==> config.mk <==
export PLATFORM = sky130hd
export DESIGN_NAME = tiered_soft_timer_table
export DESIGN_NICKNAME = d
export VERILOG_FILES = /design/src/rtl/core/tstt_pkg.sv /design/src/rtl/core/tstt_ctrl.sv /design/src/rtl/core/tstt_dp.sv /design/src/rtl/core/tiered_soft_timer_table.sv
export SDC_FILE = /design/constraint.sdc
export NUM_CORES = 2
export LEC_CHECK = 0
export BUFFER_PORTS_ARGS = -buffer_cell sky130_fd_sc_hd__buf_2
export CORE_ASPECT_RATIO = 0.7
export CORE_MARGIN = 2
export CORE_UTILIZATION = 55
export DETAILED_ROUTE_END_ITERATION = 16
export GPL_TIMING_DRIVEN = 0
export HOLD_SLACK_MARGIN = 0.12
export PLACE_DENSITY = 0.71
export SLEW_MARGIN = 20
export SYNTH_ARGS = -nofsm -noshare
export SYNTH_HDL_FRONTEND = slang
export SYNTH_SLANG_ARGS = --single-unit
==> constraint.sdc <==
create_clock -name clk_i -period 6.08 [get_ports clk_i]
set_input_delay 0.304 -clock clk_i [delete_from_list [all_inputs] [get_ports clk_i]]
set_output_delay 0.304 -clock clk_i [all_outputs]
set_load 0.02 [all_outputs]
==> src/rtl/core/tstt_pkg.sv <==
`timescale 1ns / 1ps

package tstt_pkg;

  // Field widths
  localparam int OP_W  = 4;
  localparam int ID_W  = 8;
  localparam int CNT_W = 16;

  // Operation codes
  localparam logic [OP_W-1:0] OP_TICK       = 4'd0;
  localparam logic [OP_W-1:0] OP_START      = 4'd1;
  localparam logic [OP_W-1:0] OP_STOP       = 4'd2;
  localparam logic [OP_W-1:0] OP_RESTART    = 4'd3;
  localparam logic [OP_W-1:0] OP_READ_CLEAR = 4'd4;
  localparam logic [OP_W-1:0] OP_PEEK       = 4'd5;
  localparam logic [OP_W-1:0] OP_QUERY      = 4'd6;
  localparam logic [OP_W-1:0] OP_FORCE      = 4'd7;
  localparam logic [OP_W-1:0] OP_CLEAR      = 4'd8;

  // Prescalers (ms per tier unit)
  localparam int TENTH_PRE_W   = 7;
  localparam int SEC_PRE_W     = 10;
  localparam int MS_PER_TENTH  = 100;
  localparam int MS_PER_SECOND = 1000;

  // Tier codes
  localparam logic [1:0] TIER_FAST = 2'd0;
  localparam logic [1:0] TIER_MID  = 2'd1;
  localparam logic [1:0] TIER_SLOW = 2'd2;

  // Controller -> datapath commands
  typedef struct packed {
    logic latch;     // capture incoming word
    logic exec;      // run a table operation / advance counters on tick
    logic scan_rd;   // issue a scan read at the scan index
    logic out_load;  // move response into the output register
  } cmd_t;

  // Datapath -> controller status
  typedef struct packed {
    logic op_tick;   // captured word is a tick
    logic scan_last; // scan index is at the last entry
  } sts_t;

endpackage

==> src/rtl/core/tstt_ctrl.sv <==
`timescale 1ns / 1ps

module tstt_ctrl (
  input  logic           clk_i,
  input  logic           rst_ni,
  input  logic           in_valid_i,
  output logic           in_stall_o,
  output logic           out_valid_o,
  input  logic           out_stall_i,
  input  tstt_pkg::sts_t sts_i,
  output tstt_pkg::cmd_t cmd_o
);

  localparam logic [2:0] ST_IDLE  = 3'd0;
  localparam logic [2:0] ST_EXEC  = 3'd1;
  localparam logic [2:0] ST_SCAN  = 3'd2;
  localparam logic [2:0] ST_DRAIN = 3'd3;
  localparam logic [2:0] ST_RESP  = 3'd4;

  logic [2:0] state_q, state_d;
  logic       out_valid_q, out_valid_d;
  logic       out_free;

  assign out_free    = !out_valid_q || !out_stall_i;
  assign in_stall_o  = (state_q != ST_IDLE);
  assign out_valid_o = out_valid_q;

  always_comb begin
    state_d     = state_q;
    cmd_o       = '0;
    out_valid_d = out_valid_q && out_stall_i;
    case (state_q)
      ST_IDLE: begin
        if (in_valid_i) begin
          cmd_o.latch = 1'b1;
          state_d     = ST_EXEC;
        end
      end
      ST_EXEC: begin
        cmd_o.exec = 1'b1;
        state_d    = sts_i.op_tick ? ST_SCAN : ST_RESP;
      end
      ST_SCAN: begin
        cmd_o.scan_rd = 1'b1;
        if (sts_i.scan_last) begin
          state_d = ST_DRAIN;
        end
      end
      ST_DRAIN: begin
        // last entry is evaluated here
        state_d = ST_RESP;
      end
      ST_RESP: begin
        if (out_free) begin
          cmd_o.out_load = 1'b1;
          out_valid_d    = 1'b1;
          state_d        = ST_IDLE;
        end
      end
      default: begin
        state_d = ST_IDLE;
      end
    endcase
  end

  always_ff @(posedge clk_i or negedge rst_ni) begin
    if (!rst_ni) begin
      state_q     <= ST_IDLE;
      out_valid_q <= 1'b0;
    end else begin
      state_q     <= state_d;
      out_valid_q <= out_valid_d;
    end
  end

endmodule

==> src/rtl/core/tstt_dp.sv <==
`timescale 1ns / 1ps

module tstt_dp #(
  parameter int NUM_TIMERS = 32,
  parameter int FAST_END   = 16,
  parameter int MID_END    = 24
) (
  input  logic                        clk_i,
  input  logic                        rst_ni,
  input  tstt_pkg::cmd_t              cmd_i,
  output tstt_pkg::sts_t              sts_o,
  input  logic [tstt_pkg::OP_W-1:0]   operation_i,
  input  logic [tstt_pkg::ID_W-1:0]   timer_id_i,
  input  logic [tstt_pkg::CNT_W-1:0]  period_i,
  output logic                        accepted_o,
  output logic                        flag_value_o
);

  localparam int IDX_W = $clog2(NUM_TIMERS);
  localparam int CW    = tstt_pkg::CNT_W;

  // Captured word
  logic [tstt_pkg::OP_W-1:0] op_q;
  logic [tstt_pkg::ID_W-1:0] id_q;
  logic [CW-1:0]             per_q;

  // Tier counters and prescalers
  logic [CW-1:0]                    ms_q, tenth_q, sec_q;
  logic [tstt_pkg::TENTH_PRE_W-1:0] pre100_q;
  logic [tstt_pkg::SEC_PRE_W-1:0]   pre1000_q;
  logic                             tenth_adv_q, sec_adv_q;
  logic                             tenth_wrap, sec_wrap;

  // Table state
  logic [NUM_TIMERS-1:0] running_q, expired_q;
  logic [CW-1:0]         period_mem [NUM_TIMERS];
  logic [CW-1:0]         origin_mem [NUM_TIMERS];

  // Scan pipeline
  logic [IDX_W-1:0] rd_idx_q, eval_idx_q;
  logic             eval_v_q;
  logic [CW-1:0]    rd_period_q, rd_origin_q;

  logic             resp_acc_q, resp_flag_q, resp_acc_d, resp_flag_d;
  logic             acc_q, flag_q;

  logic             in_range, op_known, op_do;
  logic [IDX_W-1:0] op_idx;
  logic [CW-1:0]    op_now;
  logic [1:0]       eval_tier;
  logic             eval_en, hit;
  logic [CW-1:0]    eval_now, elapsed;
  logic             origin_we, period_we;
  logic [IDX_W-1:0] origin_wa;
  logic [CW-1:0]    origin_wd;

  function automatic logic [1:0] tier_of(input logic [tstt_pkg::ID_W-1:0] id);
    logic [1:0] t;
    if (id < tstt_pkg::ID_W'(FAST_END)) t = tstt_pkg::TIER_FAST;
    else if (id < tstt_pkg::ID_W'(MID_END)) t = tstt_pkg::TIER_MID;
    else t = tstt_pkg::TIER_SLOW;
    return t;
  endfunction

  function automatic logic [CW-1:0] tier_cnt(input logic [1:0] tier,
                                              input logic [CW-1:0] ms,
                                              input logic [CW-1:0] tenth,
                                              input logic [CW-1:0] sec);
    logic [CW-1:0] c;
    if (tier == tstt_pkg::TIER_FAST) c = ms;
    else if (tier == tstt_pkg::TIER_MID) c = tenth;
    else c = sec;
    return c;
  endfunction

  assign sts_o.op_tick   = (op_q == tstt_pkg::OP_TICK);
  assign sts_o.scan_last = (rd_idx_q == IDX_W'(NUM_TIMERS - 1));

  assign in_range = (id_q < tstt_pkg::ID_W'(NUM_TIMERS));
  assign op_known = (op_q >= tstt_pkg::OP_START) && (op_q <= tstt_pkg::OP_CLEAR);
  assign op_do    = cmd_i.exec && in_range && op_known;
  assign op_idx   = id_q[IDX_W-1:0];
  assign op_now   = tier_cnt(tier_of(id_q), ms_q, tenth_q, sec_q);

  assign tenth_wrap = (pre100_q == tstt_pkg::TENTH_PRE_W'(tstt_pkg::MS_PER_TENTH - 1));
  assign sec_wrap   = (pre1000_q == tstt_pkg::SEC_PRE_W'(tstt_pkg::MS_PER_SECOND - 1));

  // Scan evaluation: one entry per cycle, one behind the read
  assign eval_tier = tier_of(tstt_pkg::ID_W'(eval_idx_q));
  assign eval_now  = tier_cnt(eval_tier, ms_q, tenth_q, sec_q);
  assign elapsed   = eval_now - rd_origin_q;
  assign eval_en   = eval_v_q && running_q[eval_idx_q] &&
                     ((eval_tier == tstt_pkg::TIER_FAST) ||
                      ((eval_tier == tstt_pkg::TIER_MID) && tenth_adv_q) ||
                      ((eval_tier == tstt_pkg::TIER_SLOW) && sec_adv_q));
  assign hit       = eval_en && (elapsed >= rd_period_q);

  assign period_we = op_do && (op_q == tstt_pkg::OP_START);
  assign origin_we = hit || (op_do && ((op_q == tstt_pkg::OP_START) ||
                                       (op_q == tstt_pkg::OP_RESTART)));
  assign origin_wa = hit ? eval_idx_q : op_idx;
  assign origin_wd = hit ? eval_now : op_now;

  always_comb begin
    resp_acc_d  = 1'b0;
    resp_flag_d = 1'b0;
    if (op_q == tstt_pkg::OP_TICK) begin
      resp_acc_d = 1'b1;
    end else if (in_range && op_known) begin
      resp_acc_d = 1'b1;
      case (op_q)
        tstt_pkg::OP_READ_CLEAR, tstt_pkg::OP_PEEK: resp_flag_d = expired_q[op_idx];
        tstt_pkg::OP_QUERY:                         resp_flag_d = running_q[op_idx];
        default:                                    resp_flag_d = 1'b0;
      endcase
    end
  end

  // Payload capture
  always_ff @(posedge clk_i) begin
    if (cmd_i.latch) begin
      op_q  <= operation_i;
      id_q  <= timer_id_i;
      per_q <= period_i;
    end
    if (cmd_i.exec) begin
      resp_acc_q  <= resp_acc_d;
      resp_flag_q <= resp_flag_d;
    end
    if (cmd_i.out_load) begin
      acc_q  <= resp_acc_q;
      flag_q <= resp_flag_q;
    end
  end

  // Memories
  always_ff @(posedge clk_i) begin
    if (period_we) begin
      period_mem[op_idx] <= per_q;
    end
    if (origin_we) begin
      origin_mem[origin_wa] <= origin_wd;
    end
    if (cmd_i.scan_rd) begin
      rd_period_q <= period_mem[rd_idx_q];
      rd_origin_q <= origin_mem[rd_idx_q];
    end
  end

  // Counters, flags and scan control
  always_ff @(posedge clk_i or negedge rst_ni) begin
    if (!rst_ni) begin
      ms_q        <= '0;
      tenth_q     <= '0;
      sec_q       <= '0;
      pre100_q    <= '0;
      pre1000_q   <= '0;
      tenth_adv_q <= 1'b0;
      sec_adv_q   <= 1'b0;
      running_q   <= '0;
      expired_q   <= '0;
      rd_idx_q    <= '0;
      eval_idx_q  <= '0;
      eval_v_q    <= 1'b0;
    end else begin
      eval_v_q   <= cmd_i.scan_rd;
      eval_idx_q <= rd_idx_q;
      if (cmd_i.latch) begin
        rd_idx_q <= '0;
      end else if (cmd_i.scan_rd) begin
        rd_idx_q <= rd_idx_q + IDX_W'(1);
      end

      if (cmd_i.exec && (op_q == tstt_pkg::OP_TICK)) begin
        ms_q        <= ms_q + CW'(1);
        tenth_adv_q <= tenth_wrap;
        sec_adv_q   <= sec_wrap;
        if (tenth_wrap) begin
          pre100_q <= '0;
          tenth_q  <= tenth_q + CW'(1);
        end else begin
          pre100_q <= pre100_q + tstt_pkg::TENTH_PRE_W'(1);
        end
        if (sec_wrap) begin
          pre1000_q <= '0;
          sec_q     <= sec_q + CW'(1);
        end else begin
          pre1000_q <= pre1000_q + tstt_pkg::SEC_PRE_W'(1);
        end
      end

      if (op_do) begin
        case (op_q)
          tstt_pkg::OP_START: begin
            running_q[op_idx] <= 1'b1;
            expired_q[op_idx] <= 1'b0;
          end
          tstt_pkg::OP_STOP: begin
            running_q[op_idx] <= 1'b0;
            expired_q[op_idx] <= 1'b0;
          end
          tstt_pkg::OP_RESTART, tstt_pkg::OP_READ_CLEAR, tstt_pkg::OP_CLEAR: begin
            expired_q[op_idx] <= 1'b0;
          end
          tstt_pkg::OP_FORCE: begin
            expired_q[op_idx] <= 1'b1;
          end
          default: begin
          end
        endcase
      end

      if (hit) begin
        expired_q[eval_idx_q] <= 1'b1;
      end
    end
  end

  assign accepted_o   = acc_q;
  assign flag_value_o = flag_q;

endmodule

==> src/rtl/core/tiered_soft_timer_table.sv <==
`timescale 1ns / 1ps
// Sequence: a table operation passes EXEC and RESP before out_valid_o rises; a
//   tick passes EXEC, a SCAN of every entry (one entry scanned per cycle), DRAIN and RESP.
// One word at a time: a new word is not taken until the last result is
//   loaded; the next word is taken in the cycle after the result is loaded.
// Reset: counters, prescalers, running and expired bits clear; period/origin RAM is not.

module tiered_soft_timer_table #(
  parameter int NUM_TIMERS = 32,  // table size, 3..255
  parameter int FAST_END   = 16,  // ids below this count ms
  parameter int MID_END    = 24   // ids below this count 100 ms, rest count s
) (
  input  logic                        clk_i,
  input  logic                        rst_ni,
  // input channel
  input  logic                        in_valid_i,
  output logic                        in_stall_o,
  input  logic [tstt_pkg::OP_W-1:0]   operation_i,
  input  logic [tstt_pkg::ID_W-1:0]   timer_id_i,
  input  logic [tstt_pkg::CNT_W-1:0]  period_i,
  // output channel
  output logic                        out_valid_o,
  input  logic                        out_stall_i,
  output logic                        accepted_o,
  output logic                        flag_value_o
);

  // The controller sequences each word:
  //   IDLE  - take a word
  //   EXEC  - table op updates bits/RAM and forms the response; a tick
  //           advances the ms counter and the 100 ms / 1 s prescalers
  //   SCAN  - read period/origin for one entry per cycle; the entry read in
  //           the previous cycle is compared and, on expiry, re-based
  //   DRAIN - last entry's compare
  //   RESP  - park the response in the output register once it is free
  // The output register holds its word while stalled, independent of the
  // controller, so the block returns to IDLE as soon as the word is loaded.

  tstt_pkg::cmd_t cmd;
  tstt_pkg::sts_t sts;

  tstt_ctrl u_ctrl (
    .clk_i       (clk_i),
    .rst_ni      (rst_ni),
    .in_valid_i  (in_valid_i),
    .in_stall_o  (in_stall_o),
    .out_valid_o (out_valid_o),
    .out_stall_i (out_stall_i),
    .sts_i       (sts),
    .cmd_o       (cmd)
  );

  // Datapath: tier counters, running/expired bit vectors, period and origin
  // RAMs, scan index and the elapsed-vs-period compare.
  tstt_dp #(
    .NUM_TIMERS (NUM_TIMERS),
    .FAST_END   (FAST_END),
    .MID_END    (MID_END)
  ) u_dp (
    .clk_i        (clk_i),
    .rst_ni       (rst_ni),
    .cmd_i        (cmd),
    .sts_o        (sts),
    .operation_i  (operation_i),
    .timer_id_i   (timer_id_i),
    .period_i     (period_i),
    .accepted_o   (accepted_o),
    .flag_value_o (flag_value_o)
  );

endmodule
# Yosys cells after proc, flatten, opt, wreduce, memory -nomap -nowiden
# Memory sizes are Yosys's and may differ from the RTL's. A register that Yosys moved wholly into a read port is not among the register bits.
# Index checks and enable logic that the tools add are counted.
dict set report classes {
  add_sub_neg 7
  n_lt_le_gt_ge 12
  n_eq_ne 21
  mux 47
  bitwise_logic 7
  n_reduce_logical 36
}
# cell n
set ops {}
lappend ops {{case mux 32 bit (2 select lines)} 2}
lappend ops {{OR 32 bit} 3}
lappend ops {{2-to-1 mux 16 bit} 5}
lappend ops {{bitwise AND 32 bit} 2}
lappend ops {{2-to-1 mux 32 bit} 2}
lappend ops {{adder 16 x 1 -> 16 bit, second input constant} 3}
lappend ops {{inverter 32 bit} 1}
lappend ops {{2-to-1 mux 1 bit} 18}
lappend ops {{== test 4 x 3 -> 1 bit, second input constant} 4}
lappend ops {{>= comparator 16 bit} 1}
lappend ops {{less-than comparator 8 x 5 -> 1 bit, second input constant} 2}
lappend ops {{subtractor 16 bit} 1}
lappend ops {{binary-select mux 1 bit (select 5 bit)} 3}
lappend ops {{logical AND 1 bit} 15}
lappend ops {{2-to-1 mux 5 bit} 3}
lappend ops {{case mux 3 bit (5 select lines)} 1}
lappend ops {{less-than comparator 5 x 6 -> 1 bit, second input constant} 2}
lappend ops {{2-to-1 mux 3 bit} 4}
lappend ops {{adder 10 x 1 -> 10 bit, second input constant} 1}
lappend ops {{demux 1 bit (select 5 bit)} 2}
lappend ops {{== test 10 bit, second input constant} 1}
lappend ops {{>= comparator 5 x 1 -> 1 bit, second input constant} 2}
lappend ops {{less-than comparator 5 bit, second input constant} 2}
lappend ops {{2-to-1 mux 10 bit} 1}
lappend ops {{other kinds (32)} 49}
dict set report totals {
  register_bits 178
  ram_bits 1024
  output_inout_bits 4
  n_memories 2
}
# memory words width rd rd_clocked_by_memory_dff write_ports line
set memory_table {}
lappend memory_table {u_dp.origin_mem 32 16 1 1 1 tstt_dp.sv:37} ;# logic [CW-1:0] origin_mem [NUM_TIMERS];
lappend memory_table {u_dp.period_mem 32 16 1 1 1 tstt_dp.sv:36} ;# logic [CW-1:0] period_mem [NUM_TIMERS];

# Logic depth before layout (Yosys ltp)
dict set report logic_depth {
  depth_word 12
  depth_mapped 23
  depth_no_buf 19
}

# Cells and area by module
# Synthesis repeated with hierarchy kept, for this count alone.
dict set report hier_totals {
  hier_cells 2717
  hier_area_um2 50998.9
}
# module n_inst cells_each area_per_inst_um2
set modules_own_cells {}
lappend modules_own_cells {tstt_dp 1 2696 50791.2}
lappend modules_own_cells {tstt_ctrl 1 21 207.7}

# Worst setup path after synthesis
# Ideal clock, no wire load.
dict set report synth_path {
  path_type {register -> register}
  start {reg u_dp.eval_idx_q[3]}
  end {mem u_dp.origin_mem[0][0] in the netlist's numbering (data pin)}
  t_arrival_ps 5146
  t_required_ps 5695
  path_slack_ps 549
  path_stages_with_launch 23
  period_less_slack_ps 5531
  path_cell_list {dfrtp_1 -> buf_2 -> buf_4 -> buf_2 -> mux2i_1 -> nand2_1 -> o21ai_0 -> ha_1 -> inv_1 -> fa_1 -> a211oi_1 -> nor2_1 -> o211ai_1 -> a211oi_1 -> nor2_1 -> xnor2_1 -> ha_1 -> and3_1 -> o2111ai_1 -> o41ai_1 -> nand4_4 -> buf_6 -> mux2i_1}
}
dict set report synth_via {
  elab_chain_cells 10
}
# item line
set synth_rtl {}
lappend synth_rtl {{from (decl)} tstt_dp.sv:40} ;# logic [IDX_W-1:0] rd_idx_q, eval_idx_q;
lappend synth_rtl {{from (signal assigned)} tstt_dp.sv:167} ;# eval_idx_q <= rd_idx_q;
lappend synth_rtl {{less-than comparator 5 bit} tstt_dp.sv:60} ;# else if (id < tstt_pkg::ID_W'(MID_END)) t = tstt_pkg::TIER_MID;
lappend synth_rtl {{2-to-1 mux 2 bit} tstt_dp.sv:60}
lappend synth_rtl {{2-to-1 mux 2 bit} tstt_dp.sv:59} ;# if (id < tstt_pkg::ID_W'(FAST_END)) t = tstt_pkg::TIER_FAST;
lappend synth_rtl {{== test 2 x 1 -> 1 bit} {tstt_dp.sv:71, tstt_dp.sv:94}}
lappend synth_rtl {{2-to-1 mux 16 bit or logical AND 1 bit (tied branches)} {tstt_dp.sv:71, tstt_dp.sv:94}}
lappend synth_rtl {{2-to-1 mux 16 bit or logical OR 1 bit (tied branches)} {tstt_dp.sv:70, tstt_dp.sv:93}}
lappend synth_rtl {{subtractor 16 bit or logical OR 1 bit (tied branches)} {tstt_dp.sv:91, tstt_dp.sv:94}}
lappend synth_rtl {{>= comparator 16 bit or logical AND 1 bit (tied branches)} {tstt_dp.sv:96, tstt_dp.sv:92}}
lappend synth_rtl {{logical AND 1 bit} tstt_dp.sv:96} ;# assign hit = eval_en && (elapsed >= rd_period_q);
lappend synth_rtl {{2-to-1 mux 16 bit (*)} tstt_dp.sv:102} ;# assign origin_wd = hit ? eval_now : op_now;
lappend synth_rtl {{via u_dp.origin_wd[0]} tstt_dp.sv:55} ;# logic [CW-1:0] origin_wd;
lappend synth_rtl {{to (decl)} tstt_dp.sv:37}
# Mark *: on every way through the listed nets, which the timed path passes. The rest lies on a longest branch. The select of a mux whose other input is x is not followed.

# Final worst setup path
dict set report layout_path {
  start {reg u_dp.eval_idx_q[4]}
  end {mem u_dp.origin_mem[8][2] in the netlist's numbering (enable)}
}
dict set report layout_via {
  elab_chain_cells 12
}
# item line
set layout_rtl {}
lappend layout_rtl {{less-than comparator 5 bit} tstt_dp.sv:60}
lappend layout_rtl {{2-to-1 mux 2 bit} tstt_dp.sv:60}
lappend layout_rtl {{2-to-1 mux 2 bit} tstt_dp.sv:59}
lappend layout_rtl {{== test 2 x 1 -> 1 bit} {tstt_dp.sv:71, tstt_dp.sv:94}}
lappend layout_rtl {{2-to-1 mux 16 bit or logical AND 1 bit (tied branches)} {tstt_dp.sv:71, tstt_dp.sv:94}}
lappend layout_rtl {{2-to-1 mux 16 bit or logical OR 1 bit (tied branches)} {tstt_dp.sv:70, tstt_dp.sv:93}}
lappend layout_rtl {{subtractor 16 bit or logical OR 1 bit (tied branches)} {tstt_dp.sv:91, tstt_dp.sv:94}}
lappend layout_rtl {{>= comparator 16 bit or logical AND 1 bit (tied branches)} {tstt_dp.sv:96, tstt_dp.sv:92}}
lappend layout_rtl {{logical AND 1 bit} tstt_dp.sv:96}
lappend layout_rtl {{logical OR 1 bit} tstt_dp.sv:99} ;# assign origin_we = hit || (op_do && ((op_q == tstt_pkg::OP_START) ||
lappend layout_rtl {{2-to-1 mux 1 bit} tstt_dp.sv:141} ;# if (origin_we) begin
lappend layout_rtl {{2-to-1 mux 1 bit (not written as such)} tstt_dp.sv:142} ;# origin_mem[origin_wa] <= origin_wd;
# Several ways; a longest one is shown, not always the timed one. The select of a mux whose other input is x is not followed.

==> metrics.txt <==
final hold viol count 0; clock skew 0.0317 ns; post-route total power 19.0 mW; layout cell share with drive strength beyond 1 28.8%; area grow syn2layout 15.9%; initial antenna violation count 4; vias per cell about 6.5; actual slew at the worst max-slew pin 1.16 ns; Initial Util 55.4%; worst hold endpoint u_dp.per_q[6]; internal power 14.2 mW; crit path time final 5.94 ns; Hold Startpoint period_i[6]; Syn. warnings 0; final setup violation count 0; Synth area leaders edfxtp_1 (64%), mux4_2 (15%), dfrtp_1 (7.2%); drt pass-1 iters 7; Fmax around 170 MHz; final setup margin 0.137 ns; Syn Area/Cell around 19 um2; part of the power in the clock network roughly 36%; placed instance area 54400 um2; die width 367 um; biggest area consumer among synthesized cells edfxtp_1; TNS Setup 0 ns; Net Count, Synth 2723; global-route usage over all layers 28.8%; Multi-input gate area 14300 um2; Worst-path clk slew 0.06 ns; Final Wtd Congestion 0.940; Yosys cell types 62; htree depth 3; PortBufs 35; Gate Count Post-Synth between 2000 and 3000; post-route cell area about 60000 um2; FF-to-FF setup slack about 0.14 ns; R2R depth 18; share of the synthesized area in the top cell type 64.3%; Worst-Skew Late Latency 0.74 ns; Fillers 6073; Ports 36; Pins Over Slew Limit 0; DRT Wirelength ~140000 um; slew margin rel. between 20% and 30%; Bufs on Longest Clock Path 3; Arr. time, crit path 6.37 ns; cts bufs inserted 110; Pwr Density 323 nW/um2; Leak 20.7 nW; Die Y about 260 um; DR WL/cell 31.7 um; register bit total from synthesis 1234; GRT met1 Usage 44.4%; Flop pwr share 50.9%; gr busiest metal met1; Max FO, Critical Path 14; FF+latch area 36300 um2; grt met3 use 9.91%; CTS tree built; core outline area just over 90000 um2; Psw between 4 and 5 mW; Setup crit end kind flop; vias in the first global route 27300; Post-Syn Area ~51000 um2; first-pass GRT wire length roughly 190000 um; reg2reg start u_dp.eval_idx_q[4]; Max-Cap Viols 0; CTS Root Cell clkbuf_16; GRT overflow 0; critical path class flop to flop; switching portion of total power 25.1%; area of the die 94900 um2; HP Class input pin to flop; critical path startpoint category flop; number of flops mapped to enable cells by yosys 1088; count leader, synth edfxtp_1; Synth Flop Type edfxtp_1; Hold Crit Depth 2; outcome finished, final reports clean; antenna-violating nets left 0; NumNets Final 3013; initial DRC count 4140; Site Rows 93; period utilization 97.7%; Comb pwr share 13.6%; largest net degree at the start of global routing 88; synth cell count leaders edfxtp_1 (1088), mux4_2 (342), nand2_1 (174); post-DP HPWL a little over 90000 um; Seq/Total Area, Yosys a little under three quarters; Setup WS pre-CTS -0.425 ns; grt met2 use 39.7%; Critical Path RT ~6.5 ns; DR vias roughly 28000; # clock sinks about 1200; R2R Path End u_dp.origin_mem[8][2]; asr flop ratio synth 11.8%; Max IR drop VDD 0.000227 V; DR DRC count 0
-- power by group through the flow --
| stage | combinational, mW | clock [mW] | sequential [mW] |
|---|---|---|---|
| after floorplan | 1.61 | 0 | 9.84 |
| after global placement | 2.27 | 0 | 9.96 |
| after detailed placement | 2.34 | 0 | 9.99 |
| after CTS | 2.38 | 6.85 | 9.81 |
| after global routing | 2.74 | 7.17 | 9.70 |
| final | 2.58 | 6.77 | 9.68 |
-- stage by stage --
stage               instances  hold slack, ns  util [%]
floorplan                2652         0.00841         -
global placement         3922           0.366      57.3
detailed placement       3977           0.280      59.2
CTS                      4233           0.248      63.6
global route             4269           0.278      64.2
finish                   4271           0.298      64.2
-- cell families (layout without fill, tap and decap cells) --
logic type / after synthesis / after routing / share of synthesized area [%]
fa+ha+maj: 39 / 39 / 0.974
other cells: 0 / 2 / 0
xor+xnor: 69 / 69 / 1.19
flops: 1234 / 1234 / 71.4
compound gates: 204 / 204 / 2.40
simple gates: 430 / 430 / 3.84
buf+inv: 179 / 561 / 1.67
mux: 497 / 497 / 18.5
-- state kept, by name (all words and copies together) (netlist names), 3 cells and up, named ones only --
name,cells
u_dp.origin_mem,512
u_dp.pre1000_q,10
u_dp.ms_q,16
u_dp.rd_period_q,16
u_dp.rd_idx_q,5
u_dp.per_q,16
u_dp.eval_idx_q,5
u_dp.id_q,8
u_dp.sec_q,16
u_dp.tenth_q,16
u_dp.period_mem,512
u_dp.rd_origin_q,16
u_dp.op_q,4
u_ctrl.state_q,3
u_dp.expired_q,32
u_dp.pre100_q,7
-- worst max-delay path by stage --
stage                                  start                      end  slack, ns
after CTS                 u_dp.eval_idx_q[4]  u_dp.origin_mem[30][13]       0.05
final                     u_dp.eval_idx_q[4]    u_dp.origin_mem[8][2]       0.14
after global placement    u_dp.eval_idx_q[3]   u_dp.origin_mem[10][0]      -1.60
after floorplan           u_dp.eval_idx_q[3]    u_dp.origin_mem[0][0]       0.55
after global routing      u_dp.eval_idx_q[3]  u_dp.origin_mem[26][13]     -0.008
after detailed placement  u_dp.eval_idx_q[3]   u_dp.origin_mem[8][14]      -0.42
-- layout make-up --
cell class                      count  area share (%)
Tap cell                         1235            2.62
Multi-Input combinational cell   1239            24.3
Sequential cell                  1234            61.7
Clock buffer                      151            5.06
Clock inverter                     53           0.837
Buffer                            139            1.21
Antenna cell                        2         0.00850
Inverter                           39           0.249
Timing Repair Buffer              179            4.02
-- cell usage in the layout (no fill, tap or decap), types with 8 or more instances in the layout --
master,count
edfxtp_1,1088
mux4_2,342
nand2_1,174
dfrtp_1,146
clkbuf_16,111
nor2_1,96
clkbuf_1,92
o21ai_0,92
mux2_2,70
buf_2,56
buf_4,54
xnor2_1,42
ha_1,38
inv_1,37
mux2i_1,36
o21a_1,35
a21oi_1,33
mux2i_4,33
dlygate4sd3_1,32
buf_16,30
xor2_1,27
nand3_1,27
buf_8,27
clkinv_2,25
nor2_4,23
buf_1,20
buf_12,17
nor3_1,16
and3_1,15
mux2_4,15
buf_6,14
clkinv_1,12
clkbuf_2,11
nand4_1,11
nor2b_1,10
a22oi_1,9
nor2_2,8
-- metal layers --
layer,up-vias,part of all wire (%)
met3,195,14
met2,1807,42
met1,14600,41
li1,11300,-
met5,-,0.0096
met4,2,2.3
-- what timing repair did --
action | 4_1_cts | 5_1_grt
pin swaps | 1 | 0
setup endpoints to repair | 667 | 996
hold endpoints to repair | 179 | 0
gates resized for setup | 11 | 5
hold buffers | 33 | 0
setup buffers | 20 | 20
-- critical path: stages (launching register included) --
cell and delay (ns):
dfrtp_1 0.42, buf_2 0.27, buf_1 0.47, a21oi_1 0.25
ha_1 0.32, nor2b_1 0.14, o31a_1 0.32, o31ai_1 0.56
a211oi_1 0.22, mux2i_1 0.21, o311ai_0 0.16, ha_1 0.31
and3_1 0.21, a221oi_1 0.43, o41ai_2 0.18, nand4_4 0.17
buf_6 0.28, mux2i_4 0.44, buf_16 0.22
Power figures use the tool's default switching activity.
